File: config.mk
export PLATFORM = sky130hd
export DESIGN_NAME = lxz_const_div
export DESIGN_NICKNAME = d
export VERILOG_FILES = /design/src/hdl/lxz_pkg.sv /design/src/hdl/lxz_const_div.sv
export SDC_FILE = /design/constraint.sdc
export NUM_CORES = 1
export LEC_CHECK = 0
export BUFFER_PORTS_ARGS = -buffer_cell sky130_fd_sc_hd__buf_2
export CAP_MARGIN = 40
export CORE_ASPECT_RATIO = 1.4
export CORE_MARGIN = 2
export CORE_UTILIZATION = 59
export DETAILED_ROUTE_END_ITERATION = 16
export GPL_TIMING_DRIVEN = 0
export PLACE_DENSITY_LB_ADDON = 0.1
export SLEW_MARGIN = 25
export SYNTH_ARGS = -nofsm -noshare
export SYNTH_HDL_FRONTEND = slang
export SYNTH_SLANG_ARGS = --single-unit
File: constraint.sdc
create_clock -name clk -period 6.2 [get_ports clk]
set_input_delay 0.31 -clock clk [delete_from_list [all_inputs] [get_ports clk]]
set_output_delay 0.31 -clock clk [all_outputs]
set_load 0.01 [all_outputs]
File: src/hdl/lxz_pkg.sv
`default_nettype none
// ----------------------------------------------------------------------------
// lxz_pkg
// Shared types, widths, constants and helpers for the Lab to XYZ converter.
// ----------------------------------------------------------------------------
package lxz_pkg;

    // Field widths
    localparam int L_W         = 15;
    localparam int AB_W        = 16;
    localparam int W_W         = 16;
    localparam int OUT_W       = 18;
    localparam int IN_TDATA_W  = 48;
    localparam int OUT_TDATA_W = 56;
    localparam int CFG_IDX_W   = 2;

    // Configuration register indexes
    localparam logic [CFG_IDX_W-1:0] REG_WHITE_X = 2'd0;
    localparam logic [CFG_IDX_W-1:0] REG_WHITE_Y = 2'd1;
    localparam logic [CFG_IDX_W-1:0] REG_WHITE_Z = 2'd2;

    localparam logic [W_W-1:0] WHITE_X_RST = 16'd24332;
    localparam logic [W_W-1:0] WHITE_Y_RST = 16'd25600;
    localparam logic [W_W-1:0] WHITE_Z_RST = 16'd27874;

    // Q24 term formats
    localparam int FRAC    = 24;
    localparam int TERM_W  = 27;
    localparam int FY_W    = 25;
    localparam int CUBE_W  = 19;
    localparam int LOW_W   = 11;
    localparam int BIAS_W  = 22;
    localparam int ABS_D_W = 25;

    // Pipeline latencies
    localparam int DIV_LAT    = 3;
    localparam int CUBE_LAT   = 4;
    localparam int EXP_LAT    = DIV_LAT + 4;
    localparam int PIPE_LAT   = EXP_LAT + DIV_LAT + 2;
    localparam int CUBE_DLY   = DIV_LAT + 3 - CUBE_LAT;
    localparam int FLAG_DLY   = DIV_LAT + 2;
    localparam int Y_CUBE_DLY = EXP_LAT - 1 - CUBE_LAT;
    localparam int Y_SIDE_DLY = EXP_LAT - 1;

    // Low segment fy: 564*L + floor((L*216908 + 112912) / 225825) + 16/116
    localparam int FYL_X_W   = 29;
    localparam int FYL_Q_W   = 11;
    localparam int FYL_DIV   = 225825;
    localparam int FYL_MULT  = 216908;
    localparam int FYL_HALF  = 112912;
    localparam int FYL_WHOLE = 564;

    // High segment fy: floor(((L + 4096)*16384 + 14) / 29)
    localparam int FYH_X_W  = 30;
    localparam int FYH_Q_W  = 25;
    localparam int FYH_DIV  = 29;
    localparam int FYH_HALF = 14;
    localparam int L_BIAS   = 4096;

    // Low segment Y: floor(((5*L*Y0 + 578112) >> 7) / 9033)
    localparam int YL_X_W  = 23;
    localparam int YL_Q_W  = 10;
    localparam int YL_DIV  = 9033;
    localparam int YL_HALF = 578112;
    localparam int YL_SH   = 7;

    // a/500 and b/200 magnitudes
    localparam int A_X_W  = 30;
    localparam int A_Q_W  = 23;
    localparam int A_DIV  = 125;
    localparam int A_HALF = 62;
    localparam int B_X_W  = 29;
    localparam int B_Q_W  = 24;
    localparam int B_DIV  = 25;
    localparam int B_HALF = 12;

    // Linear segment: floor(((|d|*W*1000 + 7787*2^23) >> 24) / 7787)
    localparam int LIN_X_W   = 27;
    localparam int LIN_Q_W   = 15;
    localparam int LIN_DIV   = 7787;
    localparam int LIN_SCALE = 1000;
    localparam int LIN_SUM_W = 52;
    localparam logic [LIN_SUM_W-1:0] LIN_HALF = LIN_SUM_W'(64'd7787 << (FRAC - 1));

    localparam logic [BIAS_W-1:0] FY_OFFSET =
        BIAS_W'(((64'd16 << FRAC) + 64'd58) / 64'd116);
    localparam logic signed [TERM_W-1:0] KNEE_Q =
        TERM_W'(((64'd2069 << FRAC) + 64'd5000) / 64'd10000);
    localparam logic signed [TERM_W-1:0] LIN_OFFSET =
        TERM_W'(((64'd13793 << FRAC) + 64'd50000) / 64'd100000);

    localparam logic signed [OUT_W-1:0] OUT_MAX = 18'sd131071;

    typedef struct packed {
        logic              low;
        logic              a_neg;
        logic              b_neg;
        logic              last;
        logic [BIAS_W-1:0] bias;
    } prep_side_t;

    typedef struct packed {
        logic              low;
        logic [YL_Q_W-1:0] ylow;
    } y_side_t;

    typedef struct packed {
        logic lin;
        logic neg;
    } lin_flags_t;

    function automatic logic signed [OUT_W-1:0] sat_cube(input logic [CUBE_W-1:0] v);
        logic signed [OUT_W-1:0] r;
        if (v > CUBE_W'(OUT_MAX))
        begin
            r = OUT_MAX;
        end
        else
        begin
            r = signed'(OUT_W'(v));
        end
        return r;
    endfunction

endpackage
`default_nettype wire

File: src/hdl/lxz_const_div.sv
`default_nettype none
// ----------------------------------------------------------------------------
// lxz_const_div
// Three-stage floor division by a constant: reciprocal multiply, back
// multiply, then a single remainder correction.
// ----------------------------------------------------------------------------
module lxz_const_div
    import lxz_pkg::*;
#(
    parameter int XW      = 30,
    parameter int QW      = 25,
    parameter int DIVISOR = 29
) (
    input  wire logic          clk,
    input  wire logic          en,
    input  wire logic [XW-1:0] dividend,
    output logic      [QW-1:0] quotient
);

    localparam int SH = XW;
    localparam int MW = SH - $clog2(DIVISOR + 1) + 2;
    localparam int PW = XW + MW;
    localparam logic [MW-1:0] MULT = MW'((64'd1 << SH) / 64'(DIVISOR));
    localparam logic [XW-1:0] DIV_X = XW'(DIVISOR);

    logic [PW-1:0] prod_reg, prod_next;
    logic [XW-1:0] x1_reg;
    logic [XW-1:0] x2_reg;
    logic [QW-1:0] q0_reg, q0_next;
    logic [XW-1:0] qd_reg, qd_next;
    logic [XW-1:0] rem;
    logic [QW-1:0] q_reg, q_next;

    always_comb
    begin
        prod_next = PW'(dividend) * PW'(MULT);
        q0_next   = QW'(prod_reg >> SH);
        qd_next   = XW'(q0_next) * DIV_X;
        rem       = x2_reg - qd_reg;
        q_next    = (rem >= DIV_X) ? (q0_reg + QW'(1)) : q0_reg;
    end

    always_ff @(posedge clk)
    begin
        if (en)
        begin
            prod_reg <= prod_next;
            x1_reg   <= dividend;
            q0_reg   <= q0_next;
            qd_reg   <= qd_next;
            x2_reg   <= x1_reg;
            q_reg    <= q_next;
        end
    end

    assign quotient = q_reg;

endmodule
`default_nettype wire

==> flow_metrics.tcl <==
set metrics [dict create \
    outcome "finished, violations left" \
    violations "setup timing" \
    synth.net_count 2803 \
    maxSlewHeadroom 0.538 \
    nNetsFinal 2900 \
    core_um2 37600 \
    async_reset_ff_frac 0 \
    cts_tree "done" \
    worst_path_most_repeated_cell "fa_1" \
    hold_class "input pin to register" \
    synth_cell_types 65 \
    yosys_warnings 0 \
    synth_area_um2 22500 \
    avgSynthCellArea_um2 11.0 \
    crit_type "input pin to register" \
    hold_path_end "x1_reg[7]" \
    synth_cells 2052 \
    rows 84 \
    die_area_um2 39800 \
    r2r-start "prod_reg[35]" \
    grt_pass1_wl_um 82500 \
    fin_crit_sh 1.04 \
    required_ns 6.38 \
    worst-path-max-fanout 3 \
    die_h_um 235 \
    hp-start "dividend[7]" \
    clock_latency_ns 0.44 \
    finalSetupTns_ns -1.65 \
    drv_cap 0 \
    fin_worst_skew_ns 0.0128 \
    drive_above_1_share 0.0879 \
    synth_flop_cell "edfxtp_1" \
    area_growth_pct 9.53 \
    holdPathStages 1 \
    drv_slew 0 \
    dp_hpwl_um 43700 \
    r2r_slack_ns 1.11 \
    drtAntennaViolNets 0 \
    synth-edff-count 163 \
    drc_errors 0 \
    end_kind "register" \
    pin_count 57 \
    fmax_mhz 155 \
    final_common_cell "inv_1" \
    drtPass1Iterations 7 \
    antenna_found_initial 0 \
    gp_congestion 0.930 \
    drt_iter0_drc 789 \
    r2r_cells 17 \
    fin_ws_ns -0.239 \
    cp_slowest_cell "fa_1" \
    routedWlPerCell_um 19.5 \
    grt-ovfl-total 0 \
    crit_path_start_kind "input pin" \
    grt_pass1_vias 15800 \
    critPathMaxStageDelay_ns 0.55 \
    wl_um 51300 \
    portBuffers 56 \
    layout_common_cells "592 x inv_1, 358 x fa_1, 345 x ha_1" \
    clock-root-buffer "clkbuf_16" \
    hold_viol_final 0 \
    setup_violations 14 \
    clkTransAtPathRegs_ns 0.06 \
    cts_buffer_depth 2 \
    r2r_end "qd_reg[28]" \
    fillCellCount 2975 \
    cts.hold.buffers_added 0 \
    grt_max_degree 86 \
    cts_buffers 17 \
    start_util 0.599 \
    ctsHtreeMaxLevel 4 \
    fin_crit_ns 6.44 \
    grt_usage 0.275 \
    critical_path_arrival_ns 6.62 \
    tightest_slew_ns 0.684 \
    clock_sinks 163 \
    avgViaCountPerCell 5.51 \
    vias 14500 \
    diodes 0 \
    die_w_um 169 \
    ys_ff_latch 163 \
    pre_cts_slack_ns -1.49 \
    rsz0062_at_grt "yes" \
    seq_area_frac_synth 0.217 \
]
==> per-stage QoR <==
stage	cells	util	area (um^2)	hold WS (ns)
CTS	2628	0.651	24500	0.114
detailed placement	2583	0.625	23500	0.405
global placement	2581	0.624	23500	0.401
floorplan	2052	-	22600	0.400
global route	2635	0.656	24700	0.0905
finish	2635	0.656	24700	0.113
==> cell type report <==
type / count / area, um^2 / area share
multi-input cells: 1267 / 15600 / 0.633
clock inverters: 15 / 156 / 0.00633
inverters: 612 / 2310 / 0.0935
clock buffers: 17 / 425 / 0.0172
repair buffers: 78 / 628 / 0.0254
plain buffers: 10 / 53.8 / 0.00218
well taps: 473 / 592 / 0.0240
flip-flops and latches: 163 / 4890 / 0.198
==> layer usage <==
| metal | global-route usage | part of all wire | vias up | wire (um) |
|---|---|---|---|---|
| li1 | - | - | 6790 | - |
| met1 | 0.318 | 0.39 | 7301 | 19900 |
| met2 | 0.505 | 0.53 | 298 | 27300 |
| met3 | 0.0304 | 0.030 | 120 | 1540 |
| met4 | 0.128 | 0.052 | 0 | 2660 |
| met5 | 0 | 0 | - | 0 |
==> Yosys cell counts (all sizes together), types with 10 or more instances <==
cell | instances | area, um^2
o21ai | 42 | 210
a31oi | 10 | 62.6
inv | 612 | 2300
and2 | 10 | 62.6
nor2b | 11 | 68.8
o21a | 17 | 128
nor2 | 48 | 180
nand3 | 28 | 140
xnor2 | 56 | 490
xor2 | 27 | 236
a21oi | 64 | 320
and3 | 22 | 138
fa | 364 | 7290
a21o | 42 | 315
ha | 355 | 4440
a211oi | 15 | 113
nand2 | 31 | 116
nor3 | 18 | 90.1
nand4 | 19 | 134
edfxtp | 163 | 4890
==> worst max-delay path, delay by kind of cell <==
kind	cells	cell delay, ns
AOI/OAI and AO/OA	8	1.31
xor gates and xnor gates	1	0.14
adders and majority gates	8	3.86
buffers and inverters	8	0.61
and+or+nand+nor	2	0.38
==> kinds of logic after synthesis <==
logic type,count (synthesis),share of synthesized area
compound gates,248,0.0747
xor+xnor,83,0.0322
fa+ha+maj,719,0.520
buf+inv,622,0.104
flops,163,0.217
mux,5,0.00233
simple gates,212,0.0491
==> worst max-delay path by stage <==
stage                  from           end  slack, ns
3_5_place_dp    dividend[9]  prod_reg[52]      -1.49
5_1_grt        dividend[10]  prod_reg[48]      -0.44
3_3_place_gp    dividend[9]  prod_reg[54]      -1.52
6_report       dividend[10]  prod_reg[48]      -0.24
4_1_cts        dividend[10]  prod_reg[52]      -0.31
2_1_floorplan   dividend[9]  prod_reg[52]      -0.08
==> timing repair <==
action	4_1_cts	5_1_grt
setup buffers	13	7
gates cloned	0	0
pin swaps	29	40
gates resized for setup	89	31
setup endpoints to repair	25	19
Power is left out: the tool's default activity adds up to more than one toggle a clock period on the data nets, which glitch-free logic cannot reach.
