<file path="config.mk">
export PLATFORM = sky130hd
export DESIGN_NAME = lxz_cube
export DESIGN_NICKNAME = d
export VERILOG_FILES = /design/src/hdl/lxz_pkg.sv /design/src/hdl/lxz_cube.sv
export SDC_FILE = /design/constraint.sdc
export NUM_CORES = 2
export LEC_CHECK = 0
export BUFFER_PORTS_ARGS = -buffer_cell sky130_fd_sc_hd__clkbuf_2
export CAP_MARGIN = 20
export CORE_AREA = 2 2 400 402
export DETAILED_ROUTE_END_ITERATION = 10
export DIE_AREA = 0 0 402 404
export SLEW_MARGIN = 20
export SYNTH_ARGS = -nofsm -noshare
export SYNTH_HDL_FRONTEND = slang
export SYNTH_SLANG_ARGS = --single-unit
</file>
<file path="constraint.sdc">
create_clock -name clk -period 23.6 [get_ports clk]
set_input_delay 1.18 -clock clk [delete_from_list [all_inputs] [get_ports clk]]
set_output_delay 1.18 -clock clk [all_outputs]
set_load 0.005 [all_outputs]
</file>
<file path="src/hdl/lxz_pkg.sv">
`default_nettype none
// ----------------------------------------------------------------------------
// lxz_pkg
// Shared types, widths, constants and helpers for the Lab to XYZ converter.
// ----------------------------------------------------------------------------
package lxz_pkg;

    // Field widths
    localparam int L_W         = 15;
    localparam int AB_W        = 16;
    localparam int W_W         = 16;
    localparam int OUT_W       = 18;
    localparam int IN_TDATA_W  = 48;
    localparam int OUT_TDATA_W = 56;
    localparam int CFG_IDX_W   = 2;

    // Configuration register indexes
    localparam logic [CFG_IDX_W-1:0] REG_WHITE_X = 2'd0;
    localparam logic [CFG_IDX_W-1:0] REG_WHITE_Y = 2'd1;
    localparam logic [CFG_IDX_W-1:0] REG_WHITE_Z = 2'd2;

    localparam logic [W_W-1:0] WHITE_X_RST = 16'd24332;
    localparam logic [W_W-1:0] WHITE_Y_RST = 16'd25600;
    localparam logic [W_W-1:0] WHITE_Z_RST = 16'd27874;

    // Q24 term formats
    localparam int FRAC    = 24;
    localparam int TERM_W  = 27;
    localparam int FY_W    = 25;
    localparam int CUBE_W  = 19;
    localparam int LOW_W   = 11;
    localparam int BIAS_W  = 22;
    localparam int ABS_D_W = 25;

    // Pipeline latencies
    localparam int DIV_LAT    = 3;
    localparam int CUBE_LAT   = 4;
    localparam int EXP_LAT    = DIV_LAT + 4;
    localparam int PIPE_LAT   = EXP_LAT + DIV_LAT + 2;
    localparam int CUBE_DLY   = DIV_LAT + 3 - CUBE_LAT;
    localparam int FLAG_DLY   = DIV_LAT + 2;
    localparam int Y_CUBE_DLY = EXP_LAT - 1 - CUBE_LAT;
    localparam int Y_SIDE_DLY = EXP_LAT - 1;

    // Low segment fy: 564*L + floor((L*216908 + 112912) / 225825) + 16/116
    localparam int FYL_X_W   = 29;
    localparam int FYL_Q_W   = 11;
    localparam int FYL_DIV   = 225825;
    localparam int FYL_MULT  = 216908;
    localparam int FYL_HALF  = 112912;
    localparam int FYL_WHOLE = 564;

    // High segment fy: floor(((L + 4096)*16384 + 14) / 29)
    localparam int FYH_X_W  = 30;
    localparam int FYH_Q_W  = 25;
    localparam int FYH_DIV  = 29;
    localparam int FYH_HALF = 14;
    localparam int L_BIAS   = 4096;

    // Low segment Y: floor(((5*L*Y0 + 578112) >> 7) / 9033)
    localparam int YL_X_W  = 23;
    localparam int YL_Q_W  = 10;
    localparam int YL_DIV  = 9033;
    localparam int YL_HALF = 578112;
    localparam int YL_SH   = 7;

    // a/500 and b/200 magnitudes
    localparam int A_X_W  = 30;
    localparam int A_Q_W  = 23;
    localparam int A_DIV  = 125;
    localparam int A_HALF = 62;
    localparam int B_X_W  = 29;
    localparam int B_Q_W  = 24;
    localparam int B_DIV  = 25;
    localparam int B_HALF = 12;

    // Linear segment: floor(((|d|*W*1000 + 7787*2^23) >> 24) / 7787)
    localparam int LIN_X_W   = 27;
    localparam int LIN_Q_W   = 15;
    localparam int LIN_DIV   = 7787;
    localparam int LIN_SCALE = 1000;
    localparam int LIN_SUM_W = 52;
    localparam logic [LIN_SUM_W-1:0] LIN_HALF = LIN_SUM_W'(64'd7787 << (FRAC - 1));

    localparam logic [BIAS_W-1:0] FY_OFFSET =
        BIAS_W'(((64'd16 << FRAC) + 64'd58) / 64'd116);
    localparam logic signed [TERM_W-1:0] KNEE_Q =
        TERM_W'(((64'd2069 << FRAC) + 64'd5000) / 64'd10000);
    localparam logic signed [TERM_W-1:0] LIN_OFFSET =
        TERM_W'(((64'd13793 << FRAC) + 64'd50000) / 64'd100000);

    localparam logic signed [OUT_W-1:0] OUT_MAX = 18'sd131071;

    typedef struct packed {
        logic              low;
        logic              a_neg;
        logic              b_neg;
        logic              last;
        logic [BIAS_W-1:0] bias;
    } prep_side_t;

    typedef struct packed {
        logic              low;
        logic [YL_Q_W-1:0] ylow;
    } y_side_t;

    typedef struct packed {
        logic lin;
        logic neg;
    } lin_flags_t;

    function automatic logic signed [OUT_W-1:0] sat_cube(input logic [CUBE_W-1:0] v);
        logic signed [OUT_W-1:0] r;
        if (v > CUBE_W'(OUT_MAX))
        begin
            r = OUT_MAX;
        end
        else
        begin
            r = signed'(OUT_W'(v));
        end
        return r;
    endfunction

endpackage
`default_nettype wire

</file>
<file path="src/hdl/lxz_cube.sv">
`default_nettype none
// ----------------------------------------------------------------------------
// lxz_cube
// Four-stage white-scaled cube of a non-negative Q24 term, rounded at
// every product.
// ----------------------------------------------------------------------------
module lxz_cube
    import lxz_pkg::*;
(
    input  wire logic              clk,
    input  wire logic              en,
    input  wire logic [FY_W-1:0]   term,
    input  wire logic [W_W-1:0]    white,
    output logic      [CUBE_W-1:0] cube
);

    localparam int SQ_W = 2 * FY_W;
    localparam int CU_W = 2 * FY_W + 1;
    localparam int T2_W = FY_W + 1;
    localparam int T3_W = FY_W + 2;
    localparam int WT_W = W_W + T3_W;

    localparam logic [SQ_W-1:0] HALF_SQ = SQ_W'(1) << (FRAC - 1);
    localparam logic [CU_W-1:0] HALF_CU = CU_W'(1) << (FRAC - 1);
    localparam logic [WT_W-1:0] HALF_WT = WT_W'(1) << (FRAC - 1);

    logic [SQ_W-1:0]   sq_reg, sq_next;
    logic [FY_W-1:0]   t1_reg;
    logic [SQ_W-1:0]   sq_rnd;
    logic [T2_W-1:0]   t2;
    logic [CU_W-1:0]   cu_reg, cu_next;
    logic [CU_W-1:0]   cu_rnd;
    logic [T3_W-1:0]   t3;
    logic [WT_W-1:0]   wt_reg, wt_next;
    logic [WT_W-1:0]   wt_rnd;
    logic [CUBE_W-1:0] cube_reg, cube_next;

    always_comb
    begin
        sq_next   = SQ_W'(term) * SQ_W'(term);
        sq_rnd    = sq_reg + HALF_SQ;
        t2        = sq_rnd[FRAC +: T2_W];
        cu_next   = CU_W'(t2) * CU_W'(t1_reg);
        cu_rnd    = cu_reg + HALF_CU;
        t3        = cu_rnd[FRAC +: T3_W];
        wt_next   = WT_W'(white) * WT_W'(t3);
        wt_rnd    = wt_reg + HALF_WT;
        cube_next = wt_rnd[FRAC +: CUBE_W];
    end

    always_ff @(posedge clk)
    begin
        if (en)
        begin
            sq_reg   <= sq_next;
            t1_reg   <= term;
            cu_reg   <= cu_next;
            wt_reg   <= wt_next;
            cube_reg <= cube_next;
        end
    end

    assign cube = cube_reg;

endmodule
`default_nettype wire

</file>
==> load_flow_metrics.sql <==
INSERT INTO impl_metrics (metric_group, metric, value, unit) VALUES
('outcome', 'run_status', 'finished, final reports clean', ''),
('sta', 'max_freq', '104.6', 'MHz'),
('placement', 'gp_routability_congestion', '0.9068', ''),
('worst_setup_path', 'worstPathRequired', '23820', 'ps'),
('grt', 'first_global_vias', '42430', ''),
('clock_tree', 'cts-resized-gates', '0', ''),
('synthesis', 'ys_types', '60', ''),
('floorplan', 'start_util', '34.80', '%'),
('finish', 'final_common_cell', 'inv_1', ''),
('finish', 'final_layout_size_suffix_gt1_share', '3.604', '%'),
('detailed_routing', 'postRouteAntennaNets', '0', ''),
('detailed_routing', 'dr.pass1.iters', '6', ''),
('floorplan', 'coreArea', '157800', 'µm²'),
('sta', 'tns', '0', 'ps'),
('detailed_routing', 'postRouteWirelength', '141.1', 'mm'),
('sta', 'rsz0062_at_grt', 'false', ''),
('clock_tree', 'clk_pin_slew_worst_paths', '60', 'ps'),
('synthesis', 'combinational_family_with_the_most_area_after_synthesis', 'adder cells', ''),
('hold_path', 'holdCritPathClass', 'flop to flop', ''),
('worst_setup_path', 'cp_slowest_cell', 'xnor2_4', ''),
('synthesis', 'netlist_instances', '5838', ''),
('detailed_routing', 'num_vias', '37700', ''),
('synthesis', 'post_synth_instance_area', '54930', 'µm²'),
('worst_setup_path', 'crit_path_start', 'sq_reg[24]', ''),
('finish', 'fin_nets', '7644', ''),
('grt', 'grt_first_pass_wirelength', '232.5', 'mm'),
('sta', 'hold_viol', '0', ''),
('clock_tree', 'cts.hold.buffers_added', '0', ''),
('synthesis', 'async_flop_share', '0', '%'),
('synthesis', 'yosys.area_share.simple', '15.10', '%'),
('synthesis', 'seq_total_area_yosys', '6.506', '%'),
('clock_tree', 'htreeDepth', '4', ''),
('floorplan', 'fp.dieArea', '162400', 'µm²'),
('finish', 'layout_common_cells', 'inv_1 (1559), fa_1 (1360), nand2_1 (732)', ''),
('finish', 'syn_to_final_growth', '6.371', '%'),
('sta', 'min_period_over_period', '40.51', '%'),
('placement', 'port_buffers', '61', ''),
('worst_setup_path', 'setup.worst_path.start_class', 'flop', ''),
('worst_setup_path', 'cp-endpoint', 'cu_reg[44]', ''),
('worst_setup_path', 'critPathTopFamily', 'adder cells', ''),
('worst_setup_path', 'critical_path_cell_count', '29', ''),
('worst_setup_path', 'timing.critical_path.buf_inv', '4', ''),
('clock_tree', 'postCtsSetupRepairBufs', '0', ''),
('clock_tree', 'cts_root_buf', 'clkbuf_16', ''),
('placement', 'hpwlAfterDp', '108.4', 'mm'),
('worst_setup_path', 'reg2reg_to', 'cu_reg[44]', ''),
('placement', 'place_ws', '14060', 'ps'),
('synthesis', 'dominantRegCellSynth', 'edfxtp_1', ''),
('synthesis', 'synth.avg_cell_area', '9.409', 'µm²'),
('sta', 'worst_clock_skew', '8.556', 'ps'),
('detailed_routing', 'via_per_inst', '4.805', ''),
('floorplan', 'die-width', '402', 'µm'),
('clock_tree', 'numClockSinks', '119', ''),
('synthesis', 'synth.net_count', '7724', ''),
('detailed_routing', 'routedWlPerCell', '17.99', 'µm'),
('clock_tree', 'tritoncts', 'done', ''),
('worst_setup_path', 'worstPathArrival', '9780', 'ps'),
('floorplan', 'placementRows', '146', ''),
('grt', 'grt_antenna_before_repair', '2', ''),
('clock_tree', 'clock_tree.buffer_depth', '2', ''),
('sta', 'finalMaxSlewViolations', '0', ''),
('detailed_routing', 'remaining_drc_errors', '0', ''),
('grt', 'grt_start_max_net_pins', '67', ''),
('worst_setup_path', 'critPathMaxStageDelay', '840', 'ps'),
('worst_setup_path', 'r2r-start', 'sq_reg[24]', ''),
('worst_setup_path', 'critical_path_class', 'flop to flop', ''),
('worst_setup_path', 'path_max_fanout', '25', ''),
('synthesis', 'synthAdderAreaFrac', '60.57', '%'),
('clock_tree', 'cts_made_buffers', '17', ''),
('sta', 'timing.hold.ws', '591.3', 'ps'),
('sta', 'final.min_clock_period', '9560', 'ps');
==> logic make-up after synthesis <==
kind of cell,count (synthesis)
buffers and inverters,1793
AOI/OAI and AO/OA,251
adders and majority gates,1843
and+or+nand+nor,1670
DFF,119
xor gates and xnor gates,161
muxes,1
==> metal layers <==
metal	vias up	wire (µm)	global-route usage, %
met5	-	0	0
met4	0	3398	4.571
met3	205	9279	2.743
met2	1177	66700	30.60
met1	19550	61730	24.53
li1	16760	-	-
==> Yosys cell counts, drive strengths merged, types with 3 or more instances <==
library cell and number:
o2111ai 5, and4 9, buf 7, ha 483
a21o 43, nand4 24, a211oi 11, nor2 111
o41ai 4, nor2b 15, nor3 12, and2 668
inv 1559, o31ai 4, or2 8, clkbuf 222
o211ai 7, edfxtp 119, o21bai 7, a2111oi 3
a21oi 82, xnor2 99, a41oi 3, o21ai 43
nand2 732, a31oi 12, nand2b 11, fa 1360
and3 24, clkinv 5, nand3 48, o21a 8
xor2 62
==> per-stage QoR <==
step	area [µm²]	std cells	utilization [%]
6_report	58430	7845	37.02
3_3_place_gp	57770	7808	36.60
2_1_floorplan	54930	5838	-
4_1_cts	58370	7840	36.98
3_5_place_dp	57770	7808	36.60
5_1_grt	58420	7843	37.02
==> layout make-up <==
cell class | instances | area [µm²]
antenna | 2 | 5.005
clock buffer | 17 | 425.4
clock inverter | 15 | 168.9
fill | 16020 | 99400
inverter | 1564 | 5871
multi-input combinational | 3926 | 44940
sequential | 119 | 3573
tap | 2072 | 2592
timing repair buffer | 130 | 848.3
==> worst min path at each step <==
stage	start	to	slack [ps]	depth (start not counted)
after CTS	wt_reg[27]	cube[3]	600	1
after global placement	wt_reg[27]	cube[3]	590	1
after detailed placement	wt_reg[27]	cube[3]	570	1
final	wt_reg[27]	cube[3]	590	1
after global routing	wt_reg[27]	cube[3]	640	1
after floorplan	wt_reg[42]	cube[18]	530	1
Power is left out: the tool's default activity adds up to more than one toggle a clock period on the data nets, which glitch-free logic cannot reach.
